===== config.mk =====
export PLATFORM = sky130hd
export DESIGN_NAME = tx_ring_dma_chunk_scheduler
export DESIGN_NICKNAME = d
export VERILOG_FILES = /design/src/sv/txdma_pkg.sv /design/src/sv/tx_ring_dma_chunk_scheduler.sv
export SDC_FILE = /design/constraint.sdc
export NUM_CORES = 2
export LEC_CHECK = 0
export ABC_AREA = 1
export CAP_MARGIN = 20
export CORE_ASPECT_RATIO = 1.5
export CORE_UTILIZATION = 65
export CTS_CLUSTER_SIZE = 40
export DETAILED_ROUTE_END_ITERATION = 12
export DONT_BUFFER_PORTS = 1
export PLACE_DENSITY_LB_ADDON = 0.05
export SLEW_MARGIN = 20
export SYNTH_ARGS = -nofsm -noshare
export SYNTH_HDL_FRONTEND = slang
export SYNTH_SLANG_ARGS = --single-unit

===== constraint.sdc =====
create_clock -name clk -period 8.5 [get_ports clk]
set_input_delay 0.425 -clock clk [delete_from_list [all_inputs] [get_ports clk]]
set_output_delay 0.425 -clock clk [all_outputs]
set_load 0.03 [all_outputs]

===== src/sv/txdma_pkg.sv =====
// shared constants and codes for the transmit ring dma chunk scheduler
// no dependencies
package txdma_pkg;

  // ring geometry
  localparam int RING_DEPTH = 256;
  localparam int IDX_W      = (RING_DEPTH > 1) ? $clog2(RING_DEPTH) : 1;
  localparam int LEN_W      = $clog2(RING_DEPTH + 1);
  localparam int SUM_W      = LEN_W + 1;

  // fixed field widths of the channels
  localparam int OP_W     = 2;
  localparam int DATA_W   = 8;
  localparam int FIDX_W   = 8;
  localparam int STATUS_W = 2;
  localparam int START_W  = 8;
  localparam int TLEN_W   = 9;

  // operation codes
  typedef enum logic [OP_W-1:0] {
    OP_PUT   = 2'd0,
    OP_DONE  = 2'd1,
    OP_FETCH = 2'd2
  } op_t;

  // result status codes
  typedef enum logic [STATUS_W-1:0] {
    ST_OK      = 2'd0,
    ST_FULL    = 2'd1,
    ST_IGNORED = 2'd2
  } status_t;

endpackage


===== src/sv/tx_ring_dma_chunk_scheduler.sv =====
// transmit ring buffer with dma chunk issue, one module
// depends on txdma_pkg (constants, operation and status codes)

// Each beat on the input channel is a put, a transfer-done event or a fetch,
// and yields exactly one result beat. Puts and completions are resolved from
// the pointer registers in the accept cycle; a fetch reads the byte store, a
// synchronous memory whose registered read data feeds out_read_data; each
// result is valid in the cycle after its beat is accepted, and a new beat is
// taken every cycle while the result register is empty or being drained. The
// store is not cleared after reset; unwritten slots fetch an undefined byte.
module tx_ring_dma_chunk_scheduler (
  input  logic                          clk,
  input  logic                          rst_n,
  input  logic                          in_valid,
  output logic                          in_ready,
  input  logic [txdma_pkg::OP_W-1:0]     in_operation,
  input  logic [txdma_pkg::DATA_W-1:0]   in_data_byte,
  input  logic [txdma_pkg::FIDX_W-1:0]   in_fetch_index,
  output logic                          out_valid,
  input  logic                          out_ready,
  output logic [txdma_pkg::STATUS_W-1:0] out_status,
  output logic                          out_issue_transfer,
  output logic [txdma_pkg::START_W-1:0]  out_transfer_start,
  output logic [txdma_pkg::TLEN_W-1:0]   out_transfer_length,
  output logic [txdma_pkg::DATA_W-1:0]   out_read_data
);
  import txdma_pkg::*;

  // pointer state
  logic [IDX_W-1:0] wr_idx_r,      wr_idx_nxt;
  logic [IDX_W-1:0] chunk_start_r, chunk_start_nxt;
  logic [LEN_W-1:0] chunk_len_r,   chunk_len_nxt;
  logic             ring_idle_r,   ring_idle_nxt;

  // result register
  logic                out_valid_r,  out_valid_nxt;
  status_t             status_r,     status_nxt;
  logic                issue_r,      issue_nxt;
  logic [IDX_W-1:0]    tstart_r,     tstart_nxt;
  logic [LEN_W-1:0]    tlen_r,       tlen_nxt;
  logic                rd_sel_r,     rd_sel_nxt;

  // byte store
  logic [DATA_W-1:0] ring_mem [RING_DEPTH];
  logic [DATA_W-1:0] rd_data_r;
  logic              mem_we;
  logic              mem_re;
  logic [IDX_W-1:0]  rd_addr;

  logic             in_fire;
  op_t              op;
  logic [IDX_W-1:0] wr_next_slot;
  logic [SUM_W-1:0] chunk_end_sum;
  logic [IDX_W-1:0] chunk_end;
  logic             fetch_in_range;

  assign in_ready = !out_valid_r || out_ready;
  assign in_fire  = in_valid && in_ready;
  assign op       = op_t'(in_operation);
  assign rd_addr  = IDX_W'(in_fetch_index);

  // write index advance with wrap
  assign wr_next_slot = (32'(wr_idx_r) + 32'd1 >= 32'(RING_DEPTH)) ? '0 : wr_idx_r + 1'b1;

  // end of the chunk in flight, wrapping at the buffer end
  assign chunk_end_sum = SUM_W'(chunk_start_r) + SUM_W'(chunk_len_r);
  assign chunk_end     = (32'(chunk_end_sum) >= 32'(RING_DEPTH)) ? '0
                                                                 : IDX_W'(chunk_end_sum);

  assign fetch_in_range = 32'(in_fetch_index) < 32'(RING_DEPTH);

  // operation decode and next state
  always_comb begin
    wr_idx_nxt      = wr_idx_r;
    chunk_start_nxt = chunk_start_r;
    chunk_len_nxt   = chunk_len_r;
    ring_idle_nxt   = ring_idle_r;
    status_nxt      = ST_OK;
    issue_nxt       = 1'b0;
    tstart_nxt      = '0;
    tlen_nxt        = '0;
    rd_sel_nxt      = 1'b0;
    mem_we          = 1'b0;
    mem_re          = 1'b0;
    if (in_fire) begin
      unique case (op)
        OP_PUT: begin
          if (ring_idle_r) begin
            // idle ring: store and send this single byte at once
            mem_we          = 1'b1;
            chunk_start_nxt = wr_idx_r;
            chunk_len_nxt   = LEN_W'(1);
            ring_idle_nxt   = 1'b0;
            wr_idx_nxt      = wr_next_slot;
            issue_nxt       = 1'b1;
            tstart_nxt      = wr_idx_r;
            tlen_nxt        = LEN_W'(1);
          end else if (wr_idx_r == chunk_start_r) begin
            status_nxt = ST_FULL;
          end else begin
            mem_we     = 1'b1;
            wr_idx_nxt = wr_next_slot;
          end
        end
        OP_DONE: begin
          if (ring_idle_r) begin
            status_nxt = ST_IGNORED;
          end else if (chunk_end == wr_idx_r) begin
            ring_idle_nxt = 1'b1;
          end else begin
            // next chunk runs to the write index or to the buffer end
            chunk_start_nxt = chunk_end;
            if (wr_idx_r > chunk_end) begin
              chunk_len_nxt = LEN_W'(wr_idx_r) - LEN_W'(chunk_end);
            end else begin
              chunk_len_nxt = LEN_W'(RING_DEPTH) - LEN_W'(chunk_end);
            end
            issue_nxt  = 1'b1;
            tstart_nxt = chunk_end;
            tlen_nxt   = chunk_len_nxt;
          end
        end
        OP_FETCH: begin
          mem_re     = fetch_in_range;
          rd_sel_nxt = fetch_in_range;
        end
        default: begin
        end
      endcase
    end
    out_valid_nxt = in_fire || (out_valid_r && !out_ready);
  end

  // control registers
  always_ff @(posedge clk) begin
    if (!rst_n) begin
      wr_idx_r      <= '0;
      chunk_start_r <= '0;
      chunk_len_r   <= '0;
      ring_idle_r   <= 1'b1;
      out_valid_r   <= 1'b0;
    end else begin
      wr_idx_r      <= wr_idx_nxt;
      chunk_start_r <= chunk_start_nxt;
      chunk_len_r   <= chunk_len_nxt;
      ring_idle_r   <= ring_idle_nxt;
      out_valid_r   <= out_valid_nxt;
    end
  end

  // result payload, loaded per accepted beat
  always_ff @(posedge clk) begin
    if (in_fire) begin
      status_r <= status_nxt;
      issue_r  <= issue_nxt;
      tstart_r <= tstart_nxt;
      tlen_r   <= tlen_nxt;
      rd_sel_r <= rd_sel_nxt;
    end
  end

  // byte store write port
  always_ff @(posedge clk) begin
    if (mem_we) begin
      ring_mem[wr_idx_r] <= in_data_byte;
    end
  end

  // byte store read port, registered data
  always_ff @(posedge clk) begin
    if (mem_re) begin
      rd_data_r <= ring_mem[rd_addr];
    end
  end

  // output beat
  assign out_valid           = out_valid_r;
  assign out_status          = status_r;
  assign out_issue_transfer  = issue_r;
  assign out_transfer_start  = START_W'(tstart_r);
  assign out_transfer_length = TLEN_W'(tlen_r);
  assign out_read_data       = rd_sel_r ? rd_data_r : '0;

endmodule


==> flow_metrics.tcl <==
set metrics [dict create \
    status "finished with violations" \
    failed_checks "max-slew violations" \
    drt_pre_antenna_iters 6 \
    rr_endpoint "chunk_len_r[1]" \
    postSynthCellCount 6908 \
    die_height_um 445 \
    vdd.ir_drop.worst_uv 234 \
    synth.largest_area_cell "edfxtp_1" \
    unrepaired_setup_endpoints_after_global_routing "false" \
    final_hold_viol_count 0 \
    grt_antenna_before_repair 6 \
    grt_first_pass_wirelength_um 330000 \
    area.growth.synth_to_final_pct 7.82 \
    io_buffers 0 \
    critical_path_class "in2reg" \
    ys_async_sr_fraction_pct 0 \
    grt_overflow_total 0 \
    die_w_um 298 \
    postSynthNetCount 6953 \
    rows 162 \
    synthesis.area_um2 85200 \
    path_max_fanout 1041 \
    synth_ff_type "edfxtp_1" \
    finalNetCount 6712 \
    postCtsHoldBufs 16 \
    period_share_pct 63.4 \
    synth.yosys.seq_area_share_pct 73.9 \
    synth-edff-count 2077 \
    drive_gt1_share_pct 4.93 \
    finalClockSkew_ns 0.0245 \
    worstReg2RegStart "chunk_start_r[0]" \
    grt_util_all_layers_pct 33.6 \
    clkLatencyLatePin_ns 0.84 \
    setup-violations-final 0 \
    syn-mean-instance-area_um2 12.3 \
    critical_path.endpoint_type "flip-flop" \
    synthDistinctLibCells 43 \
    place_hpwl_um 114000 \
    drt_iter0_drc 6756 \
    number_of_global_route_vias_before_repair 53100 \
    finalSetupTns_ns 0 \
    worstHoldStart "in_data_byte[2]" \
    dpl_cell_area_um2 85500 \
    final-max-slew-violation-count 543 \
    worstHoldPathType "in2reg" \
    max_freq_ghz 0.186 \
    floorplan.die_area_um2 132000 \
    htree_levels 4 \
    p_per_area_nw_per_um2 226 \
    ctsLongestPathBuffers 3 \
    grt_start_max_net_pins 1042 \
    clock_sink_count 2104 \
    wl_um 224000 \
    worstMarginPinSlew_ns 3.10 \
    post_cts_setup_inserts 0 \
    slew_headroom_pct -107 \
    kind_of_start_point_of_the_critical_path "primary input" \
    drtAntennaViolNets 0 \
    avgRoutedWirePerCell_um 26.2 \
    finalWeightedCongestion 0.879 \
    clock_input_transition_at_the_sequential_cells_of_the_worst_setup_and_hold_paths_ns 0.06 \
    reg2regPathDepth 22 \
    min_delay_worst_endpoint "ring_mem[164][2]" \
    ioPinCount 52 \
    dr_total_vias 55700 \
    drcViolationCount 0 \
    core-area_um2 130000 \
    post_cts_resize_count 0 \
    fin_crit_ns 5.39 \
    holdPathStages 1 \
    cts_made_buffers 180 \
    report.power.total_w 0.0208 \
    startpoint "in_fetch_index[0]" \
    initial_core_util_pct 65.5 \
    layout.cell_area.non_filler_um2 91800 \
    yosys.area.top_type_share_pct 73.2 \
    power.static_leakage_nw 29.5 \
    tritoncts "built" \
    yosysWarnings 0 \
    max-cap-violations 0 \
    critPathArrivalTime_ns 6.08 \
    yosys-top-cells-area "edfxtp_1, o21ai_0, nor2_1, o22ai_1, nand3_1" \
    cts-root-buf "clkbuf_16" \
    ff2ff_setup_slack_ns 3.34 \
    postSynthRegisterBits 2104 \
    vias_per_cell 6.52 \
    endpoint_required_time_on_the_critical_path_ns 9.20 \
]
==> flip-flops by register name, summed over array words and instances, names as in the netlist, 2 cells and up <==
| register | cells |
|---|---|
| ring_mem | 2048 |
| chunk_len_r | 9 |
| out_transfer_length | 9 |
| chunk_start_r | 8 |
| out_transfer_start | 8 |
| rd_data_r | 8 |
| wr_idx_r | 8 |
| out_status | 2 |
==> per-stage QoR <==
step	utilization [%]	cells	setup WS [ns]	hold WS, ns
after CTS	70.5	8534	3.35	0.0354
final	70.7	8543	3.11	0.00194
after global placement	65.8	8182	3.40	0.468
after detailed placement	65.8	8183	3.38	0.470
after global routing	70.7	8542	2.85	0.00906
after floorplan	-	6908	4.98	0.448
==> cells in the mapped netlist, types with 8 or more instances <==
master and number:
edfxtp_1 2077, buf_6 27, buf_2 136, inv_1 108, or2_1 9, nand3_1 540
o22ai_1 510, buf_4 11, a21oi_1 67, dfxtp_1 27, o21ai_0 1026, nand2_1 658
a221oi_1 8, buf_1 31, ha_1 21, clkinv_1 11, nor2_1 1304, clkbuf_1 276
nor3_1 11
==> worst max-delay path by stage <==
stage               slack, ns                      to
floorplan                4.98  out_transfer_length[0]
global placement         3.40          chunk_len_r[1]
detailed placement       3.38          chunk_len_r[1]
CTS                      3.35          chunk_len_r[7]
global route             2.85          chunk_len_r[1]
finish                   3.11            rd_data_r[1]
==> where the power goes <==
group | total, W | internal, W | switching, W | leakage (nW)
sequential | 0.0114 | 0.0114 | 0.0000203 | 18.9
combinational | 0.00113 | 0.000323 | 0.000805 | 7.78
clock | 0.00822 | 0.00451 | 0.00371 | 2.86
total | 0.0208 | 0.0162 | 0.00453 | 29.5
==> critical path: stages <==
cell and delay (ns):
clkinv_16 1.43, buf_4 0.48, buf_4 0.62, o21ai_0 0.16, o22ai_1 0.14, nand2_1 0.07
nand3_1 0.13, nand3_1 0.08, nand3_1 0.08, nand3_1 0.21, a21oi_1 0.46, or2_1 0.17
==> logic make-up (layout without fill, tap and decap cells) <==
group	count (synthesis)	in the layout	share of synthesized area (%)
AOI/OAI and AO/OA	1625	1625	10.4
xor gates and xnor gates	10	10	0.103
adders and majority gates	23	23	0.356
buffers and inverters	607	519	3.20
DFF	2104	2104	73.9
other	0	1	0
and+or+nand+nor	2539	2539	12.1
==> layout make-up <==
cell class,count,area (um^2)
well taps,1722,2150
multi-input cells,4197,19500
fillers,8947,38100
inverters,124,514
repair buffers,60,870
diodes,1,2.50
clock inverters,111,976
flip-flops and latches,2104,62900
clock buffers,224,4840
==> per-layer routing <==
metal | track usage, % | vias to the layer above | share of wire, %
met3 | 5.44 | 561 | 9.1
li1 | - | 24700 | -
met1 | 44.5 | 27500 | 37
met2 | 54.0 | 2890 | 48
met4 | 17.6 | 6 | 5.2
met5 | 0 | - | 0.018
==> cell usage in the layout, fill, tap and decap left out, types with 10 or more instances in the layout <==
cell type,netlist,routed
o22ai_1,510,510
nand2_1,658,651
clkbuf_1,276,35
buf_4,11,29
nor2_1,1304,1304
ha_1,21,21
o21ai_0,1026,1026
bufinv_16,0,15
clkbuf_16,0,187
dfxtp_1,27,27
clkinv_2,1,36
inv_1,108,105
nor3_1,11,10
clkinv_1,11,53
buf_16,0,16
nand3_1,540,539
a21oi_1,67,67
edfxtp_1,2077,2077
Note: power is estimated with default switching activity, not from simulation.
